`config.mk`:
```
export PLATFORM = sky130hd
export DESIGN_NAME = causal_order_holdback_core
export DESIGN_NICKNAME = d
export VERILOG_FILES = /design/src/sv/coh_pkg.sv /design/src/sv/causal_order_holdback_core.sv /design/src/sv/coh_hold_mem.sv
export SDC_FILE = /design/constraint.sdc
export NUM_CORES = 2
export LEC_CHECK = 0
export BUFFER_PORTS_ARGS = -buffer_cell sky130_fd_sc_hd__buf_2
export CORE_ASPECT_RATIO = 1.2
export CORE_MARGIN = 3
export CORE_UTILIZATION = 40
export CTS_CLUSTER_SIZE = 20
export DETAILED_ROUTE_END_ITERATION = 6
export SKIP_CTS_REPAIR_TIMING = 1
export SLEW_MARGIN = 15
export SYNTH_ARGS = -nofsm -noshare
export SYNTH_HDL_FRONTEND = slang
export SYNTH_HIERARCHICAL = 1
export SYNTH_SLANG_ARGS = --single-unit
```
`constraint.sdc`:
```
create_clock -name i_clk -period 15.9 [get_ports i_clk]
set_input_delay 2.385 -clock i_clk [delete_from_list [all_inputs] [get_ports i_clk]]
set_output_delay 2.385 -clock i_clk [all_outputs]
set_load 0.01 [all_outputs]
```
`src/sv/coh_pkg.sv`:
```
`timescale 1ns / 1ps

package coh_pkg;

    localparam logic [1:0] KIND_DELIVER  = 2'd0;
    localparam logic [1:0] KIND_NACK     = 2'd1;
    localparam logic [1:0] KIND_OVERFLOW = 2'd2;

    localparam int VEC_BITS  = 64;
    localparam int SLOT_BITS = 16;
    localparam int TAG_BITS  = 16;

    localparam logic CFG_MEMBER_COUNT = 1'b0;
    localparam logic CFG_SELF_INDEX   = 1'b1;

    typedef struct packed {
        logic [1:0]           kind;
        logic [1:0]           sender;
        logic [TAG_BITS-1:0]  tag;
        logic [SLOT_BITS-1:0] first;
        logic [SLOT_BITS-1:0] count;
    } t_result;

    typedef struct packed {
        logic [1:0]          sender;
        logic [VEC_BITS-1:0] vector;
        logic [TAG_BITS-1:0] tag;
    } t_held;

endpackage

```
`src/sv/causal_order_holdback_core.sv`:
```
`timescale 1ns / 1ps

// Receive side of causal-order multicast. Each input transfer is one message
// (sender, vector timestamp, payload tag). Messages from self or causally
// deliverable ones are delivered at once; others go to an ordered hold-back
// memory (a NACK follows when the sender stamp skipped ahead, an overflow
// result when the memory is full). One in-order pass over the hold-back then
// delivers every entry deliverable at its visit and compacts the rest. The
// output transfers of one message end with o_last set. A message passes
// through HEAD to decide, NACK when a NACK is sent, PREP to prime the memory
// read, PASS to visit each entry the hold-back holds (including a message just
// appended) and to close the pass, FIN to flush the final result, and back to
// IDLE; no new message is taken before IDLE. The pass visits one entry per
// cycle through the single read port of the hold-back memory while the output
// does not stall. Messages from senders outside the group give no output.
module causal_order_holdback_core import coh_pkg::*; #(
    parameter int MEMBERS    = 4,
    parameter int HOLD_DEPTH = 16,
    parameter int STAMP_BITS = 16
) (
    input  logic                 i_clk,
    input  logic                 i_rst_n,
    input  logic                 i_cfg_we,
    input  logic                 i_cfg_idx,
    input  logic [2:0]           i_cfg_data,
    input  logic                 i_in_valid,
    output logic                 o_in_stall,
    input  logic [1:0]           i_source_index,
    input  logic [VEC_BITS-1:0]  i_received_vector,
    input  logic [TAG_BITS-1:0]  i_payload_tag,
    output logic                 o_out_valid,
    input  logic                 i_out_stall,
    output logic [1:0]           o_kind,
    output logic [1:0]           o_sender,
    output logic [TAG_BITS-1:0]  o_tag_out,
    output logic [SLOT_BITS-1:0] o_nack_first,
    output logic [SLOT_BITS-1:0] o_nack_count,
    output logic                 o_last
);

    localparam int AW = $clog2(HOLD_DEPTH);
    localparam int CW = $clog2(HOLD_DEPTH + 1);

    localparam logic [2:0] ST_IDLE = 3'd0;
    localparam logic [2:0] ST_HEAD = 3'd1;
    localparam logic [2:0] ST_NACK = 3'd2;
    localparam logic [2:0] ST_PREP = 3'd3;
    localparam logic [2:0] ST_PASS = 3'd4;
    localparam logic [2:0] ST_FIN  = 3'd5;

    logic [2:0]            r_state;
    logic [2:0]            r_member_count;
    logic [1:0]            r_self_index;
    logic [STAMP_BITS-1:0] r_clk [MEMBERS];
    logic [CW-1:0]         r_cnt;
    logic [CW-1:0]         r_len;
    logic [CW-1:0]         r_idx;
    logic [CW-1:0]         r_w;
    logic [1:0]            r_src;
    logic [VEC_BITS-1:0]   r_vec;
    logic [TAG_BITS-1:0]   r_tag;
    t_result               r_pend;
    logic                  r_pend_v;
    t_result               r_out;
    logic                  r_out_v;
    logic                  r_out_last;

    logic [2:0]  m;
    logic        can_emit;
    logic        can_gen;
    logic        gen;
    t_result     gen_res;
    logic        mem_we;
    logic [AW-1:0] mem_waddr;
    t_held       mem_wdata;
    logic [AW-1:0] mem_raddr;
    t_held       mem_rdata;

    // Effective group size: zero acts as one, above MEMBERS clamps.
    always_comb begin
        if (r_member_count == 3'd0) begin
            m = 3'd1;
        end else if (r_member_count > 3'(MEMBERS)) begin
            m = 3'(MEMBERS);
        end else begin
            m = r_member_count;
        end
    end

    function automatic logic [STAMP_BITS-1:0] slot_of(logic [VEC_BITS-1:0] v, int i);
        return v[SLOT_BITS*i +: STAMP_BITS];
    endfunction

    function automatic logic [STAMP_BITS-1:0] clk_of(logic [1:0] s);
        logic [STAMP_BITS-1:0] c;
        c = '0;
        for (int i = 0; i < MEMBERS; i++) begin
            if (s == 2'(i)) c = r_clk[i];
        end
        return c;
    endfunction

    // Sender entry one ahead, no other in-use entry ahead of the local clock.
    function automatic logic is_deliverable(logic [VEC_BITS-1:0] v, logic [1:0] s);
        logic ok;
        ok = (slot_of(v, int'(s)) == clk_of(s) + STAMP_BITS'(1));
        for (int i = 0; i < MEMBERS; i++) begin
            if (3'(i) < m && s != 2'(i) && slot_of(v, i) > r_clk[i]) ok = 1'b0;
        end
        return ok;
    endfunction

    logic [STAMP_BITS-1:0] head_nxt;
    logic [STAMP_BITS-1:0] head_got;
    logic                  head_dlv;
    logic                  pass_dlv;

    assign head_nxt = clk_of(r_src) + STAMP_BITS'(1);
    assign head_got = slot_of(r_vec, int'(r_src));
    assign head_dlv = is_deliverable(r_vec, r_src);
    assign pass_dlv = ({1'b0, mem_rdata.sender} < m)
                      && is_deliverable(mem_rdata.vector, mem_rdata.sender);

    assign can_emit = !r_out_v || !i_out_stall;
    assign can_gen  = !r_pend_v || can_emit;

    // Result generation: what each state would produce this cycle.
    always_comb begin
        gen     = 1'b0;
        gen_res = '0;
        unique case (r_state)
            ST_HEAD: begin
                gen            = (r_src == r_self_index) || head_dlv
                                 || (r_cnt == CW'(HOLD_DEPTH));
                gen_res.sender = r_src;
                gen_res.tag    = r_tag;
                gen_res.kind   = (r_src == r_self_index || head_dlv) ? KIND_DELIVER
                                                                     : KIND_OVERFLOW;
            end
            ST_NACK: begin
                gen            = 1'b1;
                gen_res.kind   = KIND_NACK;
                gen_res.sender = r_src;
                gen_res.first  = SLOT_BITS'(head_nxt);
                gen_res.count  = SLOT_BITS'(head_got - head_nxt);
            end
            ST_PASS: begin
                gen            = (r_idx != r_len) && pass_dlv;
                gen_res.kind   = KIND_DELIVER;
                gen_res.sender = mem_rdata.sender;
                gen_res.tag    = mem_rdata.tag;
            end
            default: begin
                gen = 1'b0;
            end
        endcase
    end

    // Step fires when its result, if any, can be taken into the pending slot.
    logic step;
    assign step = !gen || can_gen;

    // Output register loads from the pending slot: on a new result or the final flush.
    logic out_load;
    assign out_load = (gen && can_gen && r_pend_v)
                      || (r_state == ST_FIN && r_pend_v && can_emit);

    // Memory access: append in HEAD, compact in PASS.
    always_comb begin
        mem_we    = 1'b0;
        mem_waddr = r_cnt[AW-1:0];
        mem_wdata = '{sender: r_src, vector: r_vec, tag: r_tag};
        mem_raddr = '0;
        if (r_state == ST_HEAD && step && !(r_src == r_self_index) && !head_dlv
            && r_cnt != CW'(HOLD_DEPTH)) begin
            mem_we = 1'b1;
        end
        if (r_state == ST_PASS) begin
            mem_raddr = (r_idx != r_len && step) ? AW'(r_idx + CW'(1)) : r_idx[AW-1:0];
            if (r_idx != r_len && !pass_dlv) begin
                mem_we    = 1'b1;
                mem_waddr = r_w[AW-1:0];
                mem_wdata = mem_rdata;
            end
        end
    end

    coh_hold_mem #(.HOLD_DEPTH(HOLD_DEPTH)) u_mem (
        .i_clk   (i_clk),
        .i_we    (mem_we),
        .i_waddr (mem_waddr),
        .i_wdata (mem_wdata),
        .i_raddr (mem_raddr),
        .o_rdata (mem_rdata)
    );

    always_ff @(posedge i_clk) begin
        if (!i_rst_n) begin
            r_state        <= ST_IDLE;
            r_member_count <= 3'd4;
            r_self_index   <= 2'd3;
            for (int i = 0; i < MEMBERS; i++) r_clk[i] <= '0;
            r_cnt          <= '0;
            r_pend_v       <= 1'b0;
            r_out_v        <= 1'b0;
        end else begin
            if (i_cfg_we) begin
                if (i_cfg_idx == CFG_MEMBER_COUNT) r_member_count <= i_cfg_data;
                else                               r_self_index   <= i_cfg_data[1:0];
            end

            // Load the output register, or drain it on a transfer.
            if (out_load) begin
                r_out_v <= 1'b1;
            end else if (r_out_v && !i_out_stall) begin
                r_out_v <= 1'b0;
            end

            // Push the pending result out; the new one becomes pending.
            if (gen && can_gen) begin
                if (r_pend_v) begin
                    r_out      <= r_pend;
                    r_out_last <= 1'b0;
                end
                r_pend   <= gen_res;
                r_pend_v <= 1'b1;
            end

            unique case (r_state)
                ST_IDLE: begin
                    if (i_in_valid) begin
                        r_src <= i_source_index;
                        r_vec <= i_received_vector;
                        r_tag <= i_payload_tag;
                        if ({1'b0, i_source_index} < m) r_state <= ST_HEAD;
                    end
                end
                ST_HEAD: begin
                    if (step) begin
                        if (r_src == r_self_index) begin
                            r_len   <= r_cnt;
                            r_state <= ST_PREP;
                        end else if (head_dlv) begin
                            for (int i = 0; i < MEMBERS; i++) begin
                                if (r_src == 2'(i)) r_clk[i] <= r_clk[i] + STAMP_BITS'(1);
                            end
                            r_len   <= r_cnt;
                            r_state <= ST_PREP;
                        end else begin
                            if (r_cnt != CW'(HOLD_DEPTH)) begin
                                r_cnt <= r_cnt + CW'(1);
                                r_len <= r_cnt + CW'(1);
                            end else begin
                                r_len <= r_cnt;
                            end
                            r_state <= (head_got > head_nxt) ? ST_NACK : ST_PREP;
                        end
                    end
                end
                ST_NACK: begin
                    if (step) r_state <= ST_PREP;
                end
                ST_PREP: begin
                    r_idx   <= '0;
                    r_w     <= '0;
                    r_state <= ST_PASS;
                end
                ST_PASS: begin
                    if (r_idx == r_len) begin
                        r_cnt   <= r_w;
                        r_state <= ST_FIN;
                    end else if (step) begin
                        r_idx <= r_idx + CW'(1);
                        if (pass_dlv) begin
                            for (int i = 0; i < MEMBERS; i++) begin
                                if (mem_rdata.sender == 2'(i))
                                    r_clk[i] <= r_clk[i] + STAMP_BITS'(1);
                            end
                        end else begin
                            r_w <= r_w + CW'(1);
                        end
                    end
                end
                ST_FIN: begin
                    // Flush the held-back final result with the last flag.
                    if (!r_pend_v) begin
                        r_state <= ST_IDLE;
                    end else if (can_emit) begin
                        r_out      <= r_pend;
                        r_out_last <= 1'b1;
                        r_pend_v   <= 1'b0;
                        r_state    <= ST_IDLE;
                    end
                end
                default: begin
                    r_state <= ST_IDLE;
                end
            endcase
        end
    end

    assign o_in_stall   = (r_state != ST_IDLE);
    assign o_out_valid  = r_out_v;
    assign o_kind       = r_out.kind;
    assign o_sender     = r_out.sender;
    assign o_tag_out    = r_out.tag;
    assign o_nack_first = r_out.first;
    assign o_nack_count = r_out.count;
    assign o_last       = r_out_last;

    a_cnt_bound: assert property (@(posedge i_clk) disable iff (!i_rst_n)
        r_cnt <= CW'(HOLD_DEPTH))
        else $error("hold-back count beyond depth");

    a_compact: assert property (@(posedge i_clk) disable iff (!i_rst_n)
        (r_state == ST_PASS) |-> (r_w <= r_idx && r_idx <= r_len))
        else $error("compaction pointer ahead of scan");

    a_idle_no_pend: assert property (@(posedge i_clk) disable iff (!i_rst_n)
        (r_state == ST_IDLE) |-> !r_pend_v)
        else $error("pending result left at idle");

    a_last_ends: assert property (@(posedge i_clk) disable iff (!i_rst_n)
        ($past(r_state) == ST_FIN && r_state == ST_IDLE && $past(r_pend_v))
        |-> (r_out_v && r_out_last))
        else $error("final result not flagged last");

endmodule

```
`src/sv/coh_hold_mem.sv`:
```
`timescale 1ns / 1ps

module coh_hold_mem import coh_pkg::*; #(
    parameter int HOLD_DEPTH = 16
) (
    input  logic                          i_clk,
    input  logic                          i_we,
    input  logic [$clog2(HOLD_DEPTH)-1:0] i_waddr,
    input  t_held                         i_wdata,
    input  logic [$clog2(HOLD_DEPTH)-1:0] i_raddr,
    output t_held                         o_rdata
);

    t_held r_mem [HOLD_DEPTH];
    t_held r_rdata;

    always_ff @(posedge i_clk) begin
        if (i_we) begin
            r_mem[i_waddr] <= i_wdata;
        end
        r_rdata <= r_mem[i_raddr];
    end

    assign o_rdata = r_rdata;

endmodule
```
==> summary.json <==
{
  "design.core.area_sq_um": 171600,
  "setup_violations": 0,
  "timing.clock.skew_ps": 36.69,
  "finalInstanceArea_sq_um": 78830,
  "detail_route.vias_per_cell": 5.890,
  "achievable-frequency_mhz": 111.5,
  "crit_required_ps": 16580,
  "area.growth.synth_to_final_pct": 13.49,
  "detail_route.wl_per_cell_um": 30.39,
  "tightest_slew_ps": 1180,
  "dpl.hpwl_um": 115200,
  "antenna_violating_nets_post_route": 0,
  "rsz_0062_raised_after_global_routing": "no",
  "final_nets": 4175,
  "bufs_on_longest_clock_path": 3,
  "clock_insertion_delay_worst_skew_ps": 810,
  "setup_tns_ps": 0,
  "drtPass1Iterations": 5,
  "postSynthAreaPerCell_sq_um": 18.78,
  "synth_async_sr_flop_share_pct": 0,
  "ioPinCount": 146,
  "synth-warning-count": 6,
  "start_point_of_the_critical_path": "r_src[0]",
  "regToRegEndpoint": "u_mem/o_rdata[43]",
  "post-route-worst-setup-slack_ps": 6933,
  "synth-edff-count": 1578,
  "max_slew_margin_pct": 21.35,
  "worstSetupStartpointType": "flip-flop",
  "min_period_over_period_pct": 56.40,
  "die_area_sq_um": 178700,
  "power.ir.vdd_worst_uv": 100.6,
  "h-tree-depth": 4,
  "maxCapViolCount": 0,
  "die-width_um": 386.4,
  "timing.final.max_slew_violations": 0,
  "grt_first_pass_wirelength_um": 275000,
  "start_util_pct": 40.49,
  "drt_iter0_markers": 4166,
  "maximum_number_of_pins_on_one_net_before_global_route_repair": 152,
  "syn-instance-count": 3698,
  "placed_instance_area_sq_um": 72950,
  "final_hold_viol_count": 0,
  "gp_routability_congestion": 0.9217,
  "die_height_um": 462.5,
  "pre_cts_ws_ps": 6783,
  "synthesized_flop_and_latch_total": 1675,
  "synth.net_count": 3946,
  "sinks_on_the_clock_net": 1675,
  "mappedNetlistArea_sq_um": 69460,
  "total_leakage_power_uw": 0.02532,
  "ff2ff_path_depth": 25,
  "critical_path_maximum_fanout": 51,
  "post_synth_num_cell_types": 74,
  "crit_type": "reg2reg",
  "power_per_cell_area_nw_per_um2": 152.1,
  "core.rowCount": 166,
  "io_buffer_count": 145,
  "finalWorstPathRequiredPeriod_ps": 8967,
  "critical_path.endpoint_type": "flip-flop",
  "via_count_of_the_first_global_routing_pass": 37360,
  "finalCoreUtilization_pct": 45.95,
  "tritoncts": "yes",
  "clock_tree.root_cell": "sky130_fd_sc_hd__clkbuf_16",
  "crit_path_end": "u_mem/o_rdata[43]",
  "worst_hold_path_type": "reg2reg",
  "layout_commonest_cell": "sky130_fd_sc_hd__edfxtp_1",
  "ff2ff_setup_slack_ps": 6930,
  "antenna_found_initial": 17,
  "globalRouteOverflowTotal": 0,
  "clk_slew_on_worst_s_h_paths_ps": 60,
  "run_status": "finished, final reports clean",
  "ys_dominant_reg_cell": "sky130_fd_sc_hd__edfxtp_1",
  "fillCellCount": 14570,
  "critical_path_arrival_ps": 9650,
  "total_routing_resource_utilization_after_global_routing_pct": 21.39,
  "vias": 37400,
  "synth_sequential_area_ratio_pct": 71.02,
  "total_power_uw": 11990,
  "drc_errors": 0,
  "drive_gt1_share_pct": 25.41,
  "final_cell_mix": "sky130_fd_sc_hd__edfxtp_1, sky130_fd_sc_hd__mux4_2, sky130_fd_sc_hd__clkbuf_16",
  "clock_buffer_count_from_cts": 171,
  "startpoint_of_the_lowest_slack_register_to_register_path": "r_src[0]",
  "wl_um": 193000
}
[worst max-delay path: stages (launching register included)]
cell and delay, ps:
sky130_fd_sc_hd__edfxtp_1 320, sky130_fd_sc_hd__buf_4 550, sky130_fd_sc_hd__mux4_2 670, sky130_fd_sc_hd__ha_1 270, sky130_fd_sc_hd__nand2_1 100, sky130_fd_sc_hd__nor2_1 90
sky130_fd_sc_hd__and3_1 210, sky130_fd_sc_hd__and3_1 210, sky130_fd_sc_hd__and3_1 210, sky130_fd_sc_hd__xnor2_1 150, sky130_fd_sc_hd__ha_1 380, sky130_fd_sc_hd__nand4_1 130
sky130_fd_sc_hd__nor4_1 550, sky130_fd_sc_hd__o31a_1 240, sky130_fd_sc_hd__a32o_1 210, sky130_fd_sc_hd__nand4_1 190, sky130_fd_sc_hd__a21oi_1 390, sky130_fd_sc_hd__a211oi_2 190
sky130_fd_sc_hd__xnor2_1 230, sky130_fd_sc_hd__nor2_4 150, sky130_fd_sc_hd__buf_4 730, sky130_fd_sc_hd__buf_4 760, sky130_fd_sc_hd__buf_4 900, sky130_fd_sc_hd__mux4_2 600
sky130_fd_sc_hd__a22oi_1 220, sky130_fd_sc_hd__nand2_1 70
[power by group]
part	internal [uW]	switching, uW	leakage, uW
Clock	2460	1720	0.00285
Combinational	808	1220	0.00728
Sequential	5400	385	0.0152
[cell type report]
type | instances | area [sq um] | area share (%)
clock buffer | 229 | 4722 | 5.990
antenna | 5 | 12.51 | 0.01587
sequential | 1675 | 49330 | 62.58
tap | 2268 | 2838 | 3.600
timing repair buffer | 221 | 1349 | 1.711
clock inverter | 94 | 1145 | 1.452
multi-input combinational | 1758 | 19060 | 24.17
inverter | 100 | 375.4 | 0.4762
[worst min-delay path by stage]
stage                          startpoint               to  slack [ps]  depth (start not counted)
after floorplan           r_self_index[0]  r_self_index[0]         460                          2
after global placement         r_pend[33]     o_tag_out[1]         510                          1
after detailed placement       r_pend[33]     o_tag_out[1]         520                          1
after CTS                      r_pend[42]    o_tag_out[10]         530                          1
after global routing           r_pend[34]     o_tag_out[2]         550                          1
final                          r_pend[33]     o_tag_out[1]         530                          1
[logic make-up (layout without fill, tap and decap cells)]
logic type	count (synthesis)	in the layout	synth area share (%)
fa+ha+maj	157	157	2.839
buf+inv	265	644	1.810
other cells	0	5	0
xor+xnor	117	117	1.475
simple gates	560	560	3.851
flops	1675	1675	71.02
mux	529	529	14.93
compound gates	395	395	4.082
[cell usage after synthesis, drive strengths merged (5+ instances only)]
master | n | share of area [%]
nor3 | 68 | 0.49
xnor2 | 91 | 1.1
nor2b | 20 | 0.18
buf | 91 | 0.87
a21o | 25 | 0.27
nand2 | 156 | 0.84
nand2b | 11 | 0.099
and3 | 27 | 0.24
mux4 | 392 | 13
nor4 | 11 | 0.12
o21ai | 34 | 0.24
xor2 | 26 | 0.33
o22ai | 12 | 0.11
and2 | 11 | 0.099
mux2 | 134 | 2.2
nor3b | 6 | 0.065
o211ai | 5 | 0.054
ha | 156 | 2.8
nand4 | 26 | 0.24
inv | 99 | 0.54
o21a | 14 | 0.15
clkbuf | 74 | 0.40
a22o | 17 | 0.21
a22oi | 165 | 1.8
edfxtp | 1578 | 68
o31ai | 6 | 0.065
nand3 | 69 | 0.50
a21oi | 59 | 0.43
dfxtp | 97 | 2.8
and4 | 6 | 0.076
nor2 | 134 | 0.72
a211oi | 8 | 0.094
[per-stage QoR]
step,hold slack (ps),cells
after floorplan,459.1,3698
after global placement,513.4,6022
after detailed placement,519.3,6022
after CTS,526.1,6345
after global routing,549.4,6346
final,532.8,6350
[routing by layer]
layer  vias up  track usage, %  routed length [um]
li1      15560               -                   -
met4         0           7.343                6642
met5         -               0                   0
met1     19820           30.96               82430
met2      1730           32.21               86830
met3       292           4.573               17090
[sequential cells by signal, summed over array words and instances, names as in the netlist, 16 cells and up]
| name | cells |
|---|---|
| r_clk | 64 |
| o_nack_first | 16 |
| o_tag_out | 16 |
| r_tag | 16 |
| o_nack_count | 16 |
| u_mem/o_rdata | 82 |
| u_mem/r_mem | 1312 |
| r_vec | 64 |
| r_pend | 52 |
Power figures use the tool's default switching activity.
